File: src/rtl/deadline_timer_queue_unit_macros.svh
// Assertion macros for the deadline timer queue.
// Included by the modules that carry concurrent checks; each expects clk and rst_n in scope.
`ifndef DEADLINE_TIMER_QUEUE_UNIT_MACROS_SVH
`define DEADLINE_TIMER_QUEUE_UNIT_MACROS_SVH
`ifndef SYNTHESIS
// Consequent must hold in the same cycle as the antecedent
`define DTQ_ASSERT_SAME(lbl, ante, cons, msg) \
  lbl: assert property (@(posedge clk) disable iff (!rst_n) (ante) |-> (cons)) \
    else $error(msg);
// Consequent must hold in the cycle after the antecedent
`define DTQ_ASSERT_NEXT(lbl, ante, cons, msg) \
  lbl: assert property (@(posedge clk) disable iff (!rst_n) (ante) |=> (cons)) \
    else $error(msg);
`else
`define DTQ_ASSERT_SAME(lbl, ante, cons, msg)
`define DTQ_ASSERT_NEXT(lbl, ante, cons, msg)
`endif
`endif

File: src/rtl/dtq_pkg.sv
// Shared constants, codes and types for the deadline timer queue.
// No dependencies; imported by the channel interfaces and the top level.
`timescale 1ns / 1ps

package dtq_pkg;

  // Sizing
  localparam int QUEUE_DEPTH = 16;
  localparam int ID_BITS     = 16;
  localparam int MAX_RESULTS = 16;

  // Fixed field widths
  localparam int TIME_W  = 32;
  localparam int DELAY_W = 24;
  localparam int EXT_ID_W = 16;

  // Derived widths
  localparam int ID_KEEP = (ID_BITS < EXT_ID_W) ? ID_BITS : EXT_ID_W;
  localparam int AW = (QUEUE_DEPTH > 1) ? $clog2(QUEUE_DEPTH) : 1;
  localparam int CW = $clog2(QUEUE_DEPTH + 1);
  localparam int RW = $clog2(MAX_RESULTS + 1);

  // Request codes
  localparam logic REQ_SCHEDULE = 1'b0;
  localparam logic REQ_TICK     = 1'b1;

  // Result status codes
  localparam logic STAT_ON_TIME = 1'b0;
  localparam logic STAT_FULL    = 1'b1;

  typedef logic [TIME_W-1:0]  time_t;
  typedef logic [ID_KEEP-1:0] id_t;

  // One stored timer entry
  typedef struct packed {
    time_t deadline;
    id_t   id;
  } entry_t;

  // Sequencer states
  typedef enum logic [2:0] {
    ST_IDLE,
    ST_INS_RD,
    ST_INS_CMP,
    ST_REL_RD,
    ST_REL_CMP,
    ST_EMIT
  } state_t;

endpackage

File: src/rtl/dtq_if.sv
// Valid/ready channel interfaces for the request and result beats.
// Depends on dtq_pkg for the field widths.
`timescale 1ns / 1ps

interface dtq_in_if import dtq_pkg::*; ();
  logic               valid;
  logic               ready;
  logic               req_type;
  logic [DELAY_W-1:0] delay_ticks;
  logic [EXT_ID_W-1:0] entry_id;

  modport source (output valid, req_type, delay_ticks, entry_id, input ready);
  modport sink   (input valid, req_type, delay_ticks, entry_id, output ready);
endinterface

interface dtq_out_if import dtq_pkg::*; ();
  logic                valid;
  logic                ready;
  logic [EXT_ID_W-1:0] released_id;
  logic                status;
  logic                last_of_run;

  modport source (output valid, released_id, status, last_of_run, input ready);
  modport sink   (input valid, released_id, status, last_of_run, output ready);
endinterface

File: src/rtl/deadline_timer_queue_unit.sv
// Deadline timer queue: top level with the entry store and its sequencer.
// Depends on dtq_pkg, dtq_if and deadline_timer_queue_unit_macros.svh.
`timescale 1ns / 1ps
`include "deadline_timer_queue_unit_macros.svh"

// Holds up to QUEUE_DEPTH pending timers in a circular store sorted by deadline
// (head = earliest). A schedule beat with zero delay, or one that finds the store
// full, returns a single result; otherwise it is placed by insertion, walking from
// the tail and moving each later entry up one slot. A tick beat advances the
// 32-bit time and releases due entries from the head, up to MAX_RESULTS, marking
// the last one. One item is handled at a time. Each entry visited takes a read
// state and a compare state, and a result that cannot leave holds the sequencer.
// The single-read-port store (registered read) and the one shared wrapping-time
// comparator are each visited once per entry. The output register lets a result
// wait while the sequencer moves on to the next entry.

module deadline_timer_queue_unit
  import dtq_pkg::*;
(
  input  logic      clk,
  input  logic      rst_n,
  dtq_in_if.sink    in_ch,
  dtq_out_if.source out_ch
);

  // Entry store, read data registered
  entry_t store_mem_r [QUEUE_DEPTH];
  entry_t rd_q_r;

  state_t              state_r, state_nxt;
  time_t               time_r, time_nxt;
  logic [CW-1:0]       cnt_r, cnt_nxt;
  logic [AW-1:0]       head_r, head_nxt;
  logic [AW-1:0]       slot_r, slot_nxt;
  time_t               new_dl_r, new_dl_nxt;
  id_t                 new_id_r, new_id_nxt;
  id_t                 pend_id_r, pend_id_nxt;
  logic                pend_status_r, pend_status_nxt;
  logic                have_pend_r, have_pend_nxt;
  logic [RW-1:0]       n_rel_r, n_rel_nxt;
  logic                out_valid_r, out_valid_nxt;
  logic [EXT_ID_W-1:0] out_id_r, out_id_nxt;
  logic                out_status_r, out_status_nxt;
  logic                out_last_r, out_last_nxt;

  logic          rd_en;
  logic [AW-1:0] rd_addr;
  logic          wr_en;
  logic [AW-1:0] wr_addr;
  entry_t        wr_data;
  logic          in_fire;
  logic          out_free;
  time_t         cmp_b;
  time_t         cmp_diff;
  logic          due_or_before;

  // Circular index: base plus offset, modulo the depth
  function automatic logic [AW-1:0] wrap_add(input logic [AW-1:0] base,
                                             input logic [AW-1:0] off);
    logic [AW:0] sum;
    sum = {1'b0, base} + {1'b0, off};
    if (sum >= (AW+1)'(QUEUE_DEPTH)) begin
      sum = sum - (AW+1)'(QUEUE_DEPTH);
    end
    return sum[AW-1:0];
  endfunction

  assign in_fire  = in_ch.valid && in_ch.ready;
  assign out_free = !out_valid_r || out_ch.ready;

  // Shared comparator: stored deadline at or before the new deadline or the time
  assign cmp_b         = (state_r == ST_INS_CMP) ? new_dl_r : time_r;
  assign cmp_diff      = cmp_b - rd_q_r.deadline;
  assign due_or_before = !cmp_diff[TIME_W-1];

  // Store write and registered read
  always_ff @(posedge clk) begin
    if (wr_en) begin
      store_mem_r[wr_addr] <= wr_data;
    end
    if (rd_en) begin
      rd_q_r <= store_mem_r[rd_addr];
    end
  end

  // Control registers
  always_ff @(posedge clk) begin
    if (!rst_n) begin
      state_r     <= ST_IDLE;
      time_r      <= '0;
      cnt_r       <= '0;
      head_r      <= '0;
      have_pend_r <= 1'b0;
      n_rel_r     <= '0;
      out_valid_r <= 1'b0;
    end else begin
      state_r     <= state_nxt;
      time_r      <= time_nxt;
      cnt_r       <= cnt_nxt;
      head_r      <= head_nxt;
      have_pend_r <= have_pend_nxt;
      n_rel_r     <= n_rel_nxt;
      out_valid_r <= out_valid_nxt;
    end
  end

  // Payload registers
  always_ff @(posedge clk) begin
    slot_r        <= slot_nxt;
    new_dl_r      <= new_dl_nxt;
    new_id_r      <= new_id_nxt;
    pend_id_r     <= pend_id_nxt;
    pend_status_r <= pend_status_nxt;
    out_id_r      <= out_id_nxt;
    out_status_r  <= out_status_nxt;
    out_last_r    <= out_last_nxt;
  end

  // Sequencer: next state, store access and result loading
  always_comb begin
    state_nxt       = state_r;
    time_nxt        = time_r;
    cnt_nxt         = cnt_r;
    head_nxt        = head_r;
    slot_nxt        = slot_r;
    new_dl_nxt      = new_dl_r;
    new_id_nxt      = new_id_r;
    pend_id_nxt     = pend_id_r;
    pend_status_nxt = pend_status_r;
    have_pend_nxt   = have_pend_r;
    n_rel_nxt       = n_rel_r;
    out_valid_nxt   = out_valid_r && !out_ch.ready;
    out_id_nxt      = out_id_r;
    out_status_nxt  = out_status_r;
    out_last_nxt    = out_last_r;
    rd_en           = 1'b0;
    rd_addr         = head_r;
    wr_en           = 1'b0;
    wr_addr         = head_r;
    wr_data         = rd_q_r;
    in_ch.ready     = 1'b0;

    unique case (state_r)
      ST_IDLE: begin
        in_ch.ready = 1'b1;
        if (in_fire) begin
          if (in_ch.req_type == REQ_TICK) begin
            // Advance time, then release from the head
            time_nxt      = time_r + time_t'(1);
            n_rel_nxt     = '0;
            have_pend_nxt = 1'b0;
            state_nxt     = ST_REL_RD;
          end else if (in_ch.delay_ticks == '0) begin
            pend_id_nxt     = in_ch.entry_id[ID_KEEP-1:0];
            pend_status_nxt = STAT_ON_TIME;
            have_pend_nxt   = 1'b1;
            state_nxt       = ST_EMIT;
          end else if (cnt_r == CW'(QUEUE_DEPTH)) begin
            pend_id_nxt     = in_ch.entry_id[ID_KEEP-1:0];
            pend_status_nxt = STAT_FULL;
            have_pend_nxt   = 1'b1;
            state_nxt       = ST_EMIT;
          end else begin
            new_dl_nxt = time_r + time_t'(in_ch.delay_ticks);
            new_id_nxt = in_ch.entry_id[ID_KEEP-1:0];
            slot_nxt   = cnt_r[AW-1:0];
            state_nxt  = ST_INS_RD;
          end
        end
      end

      ST_INS_RD: begin
        if (slot_r == '0) begin
          // Reached the head: new entry goes first
          wr_en     = 1'b1;
          wr_addr   = head_r;
          wr_data   = '{deadline: new_dl_r, id: new_id_r};
          cnt_nxt   = cnt_r + CW'(1);
          state_nxt = ST_IDLE;
        end else begin
          rd_en     = 1'b1;
          rd_addr   = wrap_add(head_r, slot_r - AW'(1));
          state_nxt = ST_INS_CMP;
        end
      end

      ST_INS_CMP: begin
        wr_en   = 1'b1;
        wr_addr = wrap_add(head_r, slot_r);
        if (due_or_before) begin
          // Stored entry is not later: place the new one behind it
          wr_data   = '{deadline: new_dl_r, id: new_id_r};
          cnt_nxt   = cnt_r + CW'(1);
          state_nxt = ST_IDLE;
        end else begin
          // Move the later entry up one slot
          wr_data   = rd_q_r;
          slot_nxt  = slot_r - AW'(1);
          state_nxt = ST_INS_RD;
        end
      end

      ST_REL_RD: begin
        if (cnt_r == '0 || n_rel_r == RW'(MAX_RESULTS)) begin
          state_nxt = have_pend_r ? ST_EMIT : ST_IDLE;
        end else begin
          rd_en     = 1'b1;
          rd_addr   = head_r;
          state_nxt = ST_REL_CMP;
        end
      end

      ST_REL_CMP: begin
        if (due_or_before) begin
          // Hold while the previous result cannot leave
          if (!have_pend_r || out_free) begin
            if (have_pend_r) begin
              out_valid_nxt  = 1'b1;
              out_id_nxt     = EXT_ID_W'(pend_id_r);
              out_status_nxt = STAT_ON_TIME;
              out_last_nxt   = 1'b0;
            end
            pend_id_nxt     = rd_q_r.id;
            pend_status_nxt = STAT_ON_TIME;
            have_pend_nxt   = 1'b1;
            head_nxt        = wrap_add(head_r, AW'(1));
            cnt_nxt         = cnt_r - CW'(1);
            n_rel_nxt       = n_rel_r + RW'(1);
            state_nxt       = ST_REL_RD;
          end
        end else begin
          state_nxt = have_pend_r ? ST_EMIT : ST_IDLE;
        end
      end

      ST_EMIT: begin
        // Drop the held result as the last of the run
        if (out_free) begin
          out_valid_nxt  = 1'b1;
          out_id_nxt     = EXT_ID_W'(pend_id_r);
          out_status_nxt = pend_status_r;
          out_last_nxt   = 1'b1;
          have_pend_nxt  = 1'b0;
          state_nxt      = ST_IDLE;
        end
      end

      default: begin
        state_nxt = ST_IDLE;
      end
    endcase
  end

  assign out_ch.valid       = out_valid_r;
  assign out_ch.released_id = out_id_r;
  assign out_ch.status      = out_status_r;
  assign out_ch.last_of_run = out_last_r;

  // Checks
  `DTQ_ASSERT_SAME(a_cnt_bound, 1'b1, cnt_r <= CW'(QUEUE_DEPTH), "entry count above depth")
  `DTQ_ASSERT_SAME(a_rel_bound, 1'b1, n_rel_r <= RW'(MAX_RESULTS), "too many releases per tick")
  `DTQ_ASSERT_NEXT(a_tick_adv, in_fire && in_ch.req_type == REQ_TICK, time_r == $past(time_r) + time_t'(1), "tick did not advance time")
  `DTQ_ASSERT_SAME(a_idle_nowr, state_r == ST_IDLE, !wr_en, "store written while idle")
  `DTQ_ASSERT_SAME(a_emit_pend, state_r == ST_EMIT, have_pend_r, "emit state without a held result")

endmodule
File: src/flat_wrapper.sv
// flat-port wrapper written by rule: the top's interface ports become plain ports
module deadline_timer_queue_unit_flat import dtq_pkg::*;
  (clk, rst_n, in_ch_valid, in_ch_req_type, in_ch_delay_ticks, in_ch_entry_id, in_ch_ready, out_ch_valid, out_ch_released_id, out_ch_status, out_ch_last_of_run, out_ch_ready);
  dtq_in_if in_ch_i ();
  dtq_out_if out_ch_i ();
  input  logic clk;
  input  logic rst_n;
  input wire logic [$bits(in_ch_i.valid)-1:0] in_ch_valid;
  input wire logic [$bits(in_ch_i.req_type)-1:0] in_ch_req_type;
  input wire logic [$bits(in_ch_i.delay_ticks)-1:0] in_ch_delay_ticks;
  input wire logic [$bits(in_ch_i.entry_id)-1:0] in_ch_entry_id;
  output wire logic [$bits(in_ch_i.ready)-1:0] in_ch_ready;
  output wire logic [$bits(out_ch_i.valid)-1:0] out_ch_valid;
  output wire logic [$bits(out_ch_i.released_id)-1:0] out_ch_released_id;
  output wire logic [$bits(out_ch_i.status)-1:0] out_ch_status;
  output wire logic [$bits(out_ch_i.last_of_run)-1:0] out_ch_last_of_run;
  input wire logic [$bits(out_ch_i.ready)-1:0] out_ch_ready;
  assign in_ch_i.valid = in_ch_valid;
  assign in_ch_i.req_type = in_ch_req_type;
  assign in_ch_i.delay_ticks = in_ch_delay_ticks;
  assign in_ch_i.entry_id = in_ch_entry_id;
  assign in_ch_ready = in_ch_i.ready;
  assign out_ch_valid = out_ch_i.valid;
  assign out_ch_released_id = out_ch_i.released_id;
  assign out_ch_status = out_ch_i.status;
  assign out_ch_last_of_run = out_ch_i.last_of_run;
  assign out_ch_i.ready = out_ch_ready;
  deadline_timer_queue_unit u_core (.clk(clk), .rst_n(rst_n), .in_ch(in_ch_i), .out_ch(out_ch_i));
endmodule
File: config.mk
export PLATFORM = sky130hd
export DESIGN_NAME = deadline_timer_queue_unit_flat
export DESIGN_NICKNAME = d
export VERILOG_FILES = /design/src/rtl/dtq_pkg.sv /design/src/rtl/dtq_if.sv /design/src/rtl/deadline_timer_queue_unit.sv /design/src/flat_wrapper.sv
export VERILOG_INCLUDE_DIRS = /design/src /design/src/rtl
export SDC_FILE = /design/constraint.sdc
export NUM_CORES = 1
export LEC_CHECK = 0
export ABC_AREA = 1
export BUFFER_PORTS_ARGS = -buffer_cell sky130_fd_sc_hd__buf_4
export CORE_UTILIZATION = 50
export CTS_BUF_LIST = sky130_fd_sc_hd__clkbuf_4 sky130_fd_sc_hd__clkbuf_8
export CTS_CLUSTER_SIZE = 28
export DETAILED_ROUTE_END_ITERATION = 10
export HOLD_SLACK_MARGIN = 0.08
export PLACE_DENSITY_LB_ADDON = 0.3
export SLEW_MARGIN = 0
export SYNTH_ARGS = -nofsm -noshare
export SYNTH_HDL_FRONTEND = slang
export SYNTH_SLANG_ARGS = --single-unit
File: constraint.sdc
create_clock -name clk -period 6.1 [get_ports clk]
set_input_delay 1.525 -clock clk [delete_from_list [all_inputs] [get_ports clk]]
set_output_delay 1.525 -clock clk [all_outputs]
set_load 0.005 [all_outputs]
=== Word level (Yosys, flattened, before mapping) ===
Memories as Yosys holds them, arrays and structs flattened. A register that Yosys moved wholly into a read port is not among the register bits.
Index checks and enable logic that the tools add are counted.

* Add/sub/neg operators: 13
* $lt $le $gt $ge: 3
* Equality and inequality tests: 22
* Muxes and demuxes: 84
* Bitwise logic cells: 4
* Reduce and logical (&&, ||, !) cells: 27

{| class="wikitable"
|+ Operators with widths
! operator !! count
|-
| $mux 16 || 10
|-
| $mux 48 || 2
|-
| $pmux 48 s2 || 1
|-
| $pmux 16 s2 || 2
|-
| $mux 4 || 11
|-
| $mux 5 || 8
|-
| $add 32x1->32 const B || 1
|-
| $add 32x24->32 || 1
|-
| $mux 32 || 1
|-
| $sub 32x32->32 || 1
|-
| $mux 1 || 28
|-
| $mux 3 || 9
|-
| $logic_not 24->1 || 1
|-
| $reduce_and 5->1 || 4
|-
| $pmux 3 s6 || 1
|-
| $reduce_and 6->1 || 3
|-
| $sub 4x1->4 const B || 4
|-
| $ge 5x5->1 const B || 3
|-
| $pmux 5 s3 || 1
|-
| $ne 2x1->1 const B || 6
|-
| $ne 2x2->1 const B || 6
|-
| $pmux 1 s2 || 6
|-
| $add 4x4->5 || 2
|-
| $add 5x1->5 const B || 2
|-
| other kinds (22) || 39
|}

* Register bits after elaboration: 138
* Memory bits (writable): 768
* Input port bits: 45
* Word-level logic and storage cells: 169
* Memories: 1

{| class="wikitable"
|+ Memories
! name !! words !! bits a word !! rd ports !! clocked after memory_dff !! write ports !! RTL line !! source
|-
| u_core.store_mem_r || 16 || 48 || 1 || 1 || 1 || deadline_timer_queue_unit.sv:27 || <nowiki>entry_t store_mem_r [QUEUE_DEPTH];</nowiki>
|}

=== Depth between registers and ports, before layout ===
* Word-level depth: 6
* Gate-level depth with buffers: 26

=== Worst setup path before layout ===
OpenSTA, ideal clock, no wires.

* Kind: register to register
* Start point: register u_core.n_rel_r[0]
* End point: register, netlist name u_core.rd_q_r[0]
* Setup time: 0.526 ns
* Arrival time: 4.378 ns
* Data required time: 5.574 ns
* Slack: 1.197 ns
* Cell stages (with the launch flop): 6
* Path buffers: 0
* Clock period less this slack: 4.903 ns
* Path through: dfxtp_1 inv_1 ha_1 nand3_1 o21ai_0 o31ai_1

* Cells in the longest elaborated chain, start to end: 4

{| class="wikitable"
|+ RTL lines
! item !! RTL line !! source
|-
| from (decl) || deadline_timer_queue_unit.sv:40 || <nowiki>logic [RW-1:0] n_rel_r, n_rel_nxt;</nowiki>
|-
| from (signal assigned) || deadline_timer_queue_unit.sv:102 || <nowiki>n_rel_r <= n_rel_nxt;</nowiki>
|-
| $eq 5x5->1 || deadline_timer_queue_unit.sv:204 || <nowiki>if (cnt_r == '0 || n_rel_r == RW'(MAX_RESULTS)) begin</nowiki>
|-
| $logic_or 1x1->1 || deadline_timer_queue_unit.sv:204 ||
|-
| $mux 1 || deadline_timer_queue_unit.sv:204 ||
|-
| $pmux 1 s2 || deadline_timer_queue_unit.sv:143 || <nowiki>unique case (state_r)</nowiki>
|-
| net u_core.rd_en || deadline_timer_queue_unit.sv:46 || <nowiki>logic rd_en;</nowiki>
|}

The timed path passes the listed nets, and every way through them passes these cells.
A chain may end at the register's enable or synchronous reset.

==> results.md <==
- Outcome: finished clean
- Clk pwr share: 31.7%
- Post-synth EDFFs: 903
- Comb pwr share: 17.7%
- Setup Viol. Count Final: 0
- Area Overhead vs Synth: 10.95%
- Tmin final: 5.308 ns
- Switching share of power: 29.26%
- Gpl congestion: 0.9146
- Finished layout cell area: 0.04453 mm²
- DRC violation count after routing: 0
- Die width: 285.3 µm
- Crit Path Max Fanout: 62
- Synthesized area per cell: 12.05 µm²
- Clk sinks: 954
- Routed via count: 27056
- Req. time, crit path: 6.54 ns
- Slew Viols, Final: 0
- Critical path endpoint category: flop
- Hold WC Path Type: reg -> reg
- Max cap viols: 0
- Async S/R FF share, synth: 0%
- Die height: 285.3 µm
- Post-route ant nets: 0
- Seq pwr share: 50.6%
- Post_cts resized: 0
- GR Util All Layers: 26.09%
- Number of synthesized register bits: 954
- Library cells used by synthesis: 53
- Fmax: 188.4 MHz
- Core Area: 0.07926 mm²
- Share of layout cells above drive strength 1: 10.63%
- Post-DP HPWL: 55.73 mm
- Boundary pin count: 65
- # nets final: 3521
- Initial drt markers: 3116
- Worst slew pin tran: 1.284 ns
- Cell Pwr Density: 360.9 mW/mm²
- CTS Root Cell: clkbuf_8
- Syn Inst Count: 3331
- Clock latency on the worst-skew pair: 0.81 ns
- Top_reg_cell synth: edfxtp_1
- Pleak: 0.01503 µW
- Syn Nets: 3448
- Routed length per placed instance: 23.34 µm
- Internal power: 11370 µW
- Port buffer count: 64
- Worst Path Arrival: 5.75 ns
- Layout Skew: 0.04784 ns
- Initial antenna violation count: 3
- Post-CTS setup buffer count: 0
- Die area: 0.08140 mm²
- H-tree lvl count: 4
- RSZ-0062 raised after global routing: no
- Post-Syn Area: 0.04013 mm²
- Register area share after synthesis: 70.11%
- Num CTS Buffers: 147
- R2R setup slack: 0.79 ns
- Cell Count Post-Placement: 4305
- Post-Route WL: 106.5 mm
- NetSw: 4702 µW
- Slew headroom: 14.18%
- Critical Path Start Type: flop
- Clock transition at path regs: 0.07 ns
- Clk buf depth: 3
- FP Rows: 103
- Largest net degree at the start of global routing: 235
- Final cycle utilization of the critical path: 87.02%
- Global-route wire length before repair: 157.5 mm
- Grt total ovfl: 0
- Hold_buf cts: 0
- Vias in the first global route: 25678
- Yosys warnings: 0
- Via-to-Cell Ratio: 5.932
- Finished Layout Cells: 4561
- Dpl cell area: 0.04177 mm²
- Starting Density: 50.64%
- CTS tree: yes
- Peak VDD IR: 178.1 µV
- CP Class: reg -> reg
- Final Hold Fails: 0
- First drt pass iteration count: 6
- Setup TNS: 0 ns
## sequential cells by signal, summed over array words and instances (netlist names), 16 cells and up
name	cells
u_core.store_mem_r	768
u_core.rd_q_r	48
u_core.new_dl_r	32
u_core.time_r	32
u_core.new_id_r	16
u_core.out_ch.released_id	16
u_core.pend_id_r	16
## layout by cell type, fill, tap and decap left out, types with 5 or more instances in the layout
| cell | n |
|---|---|
| edfxtp_1 | 903 |
| nor2_1 | 535 |
| o21ai_0 | 447 |
| nand2_1 | 267 |
| inv_1 | 167 |
| o21ai_1 | 155 |
| clkbuf_8 | 155 |
| o22ai_1 | 138 |
| buf_4 | 101 |
| a21oi_1 | 87 |
| ha_1 | 68 |
| o221ai_1 | 54 |
| dfxtp_1 | 51 |
| o211ai_1 | 49 |
| nand3_1 | 40 |
| clkinv_1 | 39 |
| xor2_1 | 36 |
| clkbuf_4 | 33 |
| nor2_4 | 21 |
| nor3_1 | 18 |
| clkinv_2 | 16 |
| nand4_1 | 15 |
| xnor2_1 | 15 |
| nor4_1 | 13 |
| a31oi_1 | 7 |
| o21a_1 | 6 |
| buf_12 | 6 |
| inv_2 | 5 |
| a211oi_1 | 5 |
## final timing paths
check | startpoint | end | cells after the start
max reg2reg | u_core.state_r[1] | u_core.store_mem_r[10][4] | 18
min reg2reg | u_core.pend_id_r[15] | u_core.out_ch.released_id[15] | 0
min | u_core.pend_id_r[15] | u_core.out_ch.released_id[15] | 0
max | u_core.state_r[1] | u_core.store_mem_r[10][4] | 18
## critical path, cell delays in order (launching register included)
cell and delay [ns]:
dfxtp_1 0.47, nand2_1 0.09, buf_4 0.22, inv_2 0.65, o21ai_0 0.21, ha_1 0.35
nand2_1 0.05, nor2_1 0.14, nand2_1 0.09, nor3_1 0.22, nand2_1 0.15, nand2_1 0.10
nand2_1 0.07, nand2_1 0.11, nand2_1 0.13, nand2_4 0.62, buf_4 0.54, nand2_1 0.13
o21ai_1 0.54
## cell type report
class / count / area [µm²]
Fill cell: 6400 / 34730
Sequential cell: 954 / 28140
Multi-Input combinational cell: 2016 / 10750
Clock buffer: 188 / 2381
Tap cell: 1050 / 1314
Timing Repair Buffer: 107 / 878.3
Inverter: 178 / 688.2
Clock inverter: 65 / 371.6
Antenna cell: 3 / 7.507
## metal layers
metal	global-route usage, %	part of all wire [%]
met1	35.22	40
met4	9.559	3.0
met2	41.32	47
met5	1.570	0.18
met3	5.896	9.7
## synth_stat cells (3+ instances only)
cell type / n / area share (%)
a31oi_1: 7 / 0.11
ha_1: 68 / 2.1
o21ai_0: 447 / 5.6
clkbuf_1: 120 / 1.1
a211oi_1: 5 / 0.094
o22ai_1: 138 / 2.2
a21o_1: 4 / 0.075
o21ai_1: 155 / 1.9
nor2_1: 553 / 5.2
nor2_4: 4 / 0.11
o21ai_2: 3 / 0.065
nor3_1: 18 / 0.22
o21a_1: 6 / 0.11
inv_2: 8 / 0.075
fa_1: 4 / 0.20
nor4_1: 13 / 0.20
buf_1: 5 / 0.047
buf_4: 4 / 0.075
xor2_1: 37 / 0.81
o211ai_1: 49 / 0.92
nand3_1: 40 / 0.50
xnor2_1: 15 / 0.33
o221ai_1: 54 / 1.2
nand4_1: 15 / 0.23
edfxtp_1: 903 / 68
dfxtp_1: 51 / 2.5
buf_2: 53 / 0.66
nand2_1: 268 / 2.5
a21oi_1: 87 / 1.1
inv_1: 167 / 1.6
## power by group through the flow
stage	sequential [µW]	clock [µW]	combinational, µW
finish	8140	5090	2850
global route	8150	5410	3130
CTS	8130	5140	2810
detailed placement	8260	0	2800
global placement	8260	0	2740
floorplan	8220	0	1860
## metrics by stage
step / total power [µW] / utilization, % / hold slack (ns) / setup slack (ns)
5_1_grt: 16690 / 56.17 / 0.4245 / 0.3822
6_report: 16070 / 56.18 / 0.4180 / 0.7918
3_5_place_dp: 11070 / 52.70 / 0.4061 / 0.9166
4_1_cts: 16080 / 56.17 / 0.4198 / 0.8506
3_3_place_gp: 11000 / 52.70 / 0.4031 / 1.144
2_1_floorplan: 10090 / - / 0.4003 / 1.197
## logic make-up (layout without fill, tap and decap cells)
logic type	Yosys count	count (layout)	synth area share (%)
fa+ha+maj	72	72	2.320
buf+inv	361	538	3.588
xor+xnor	52	52	1.135
flops	954	954	70.11
compound gates	967	967	13.54
simple gates	925	925	9.309
other cells	0	3	0
Power figures use the tool's default switching activity.
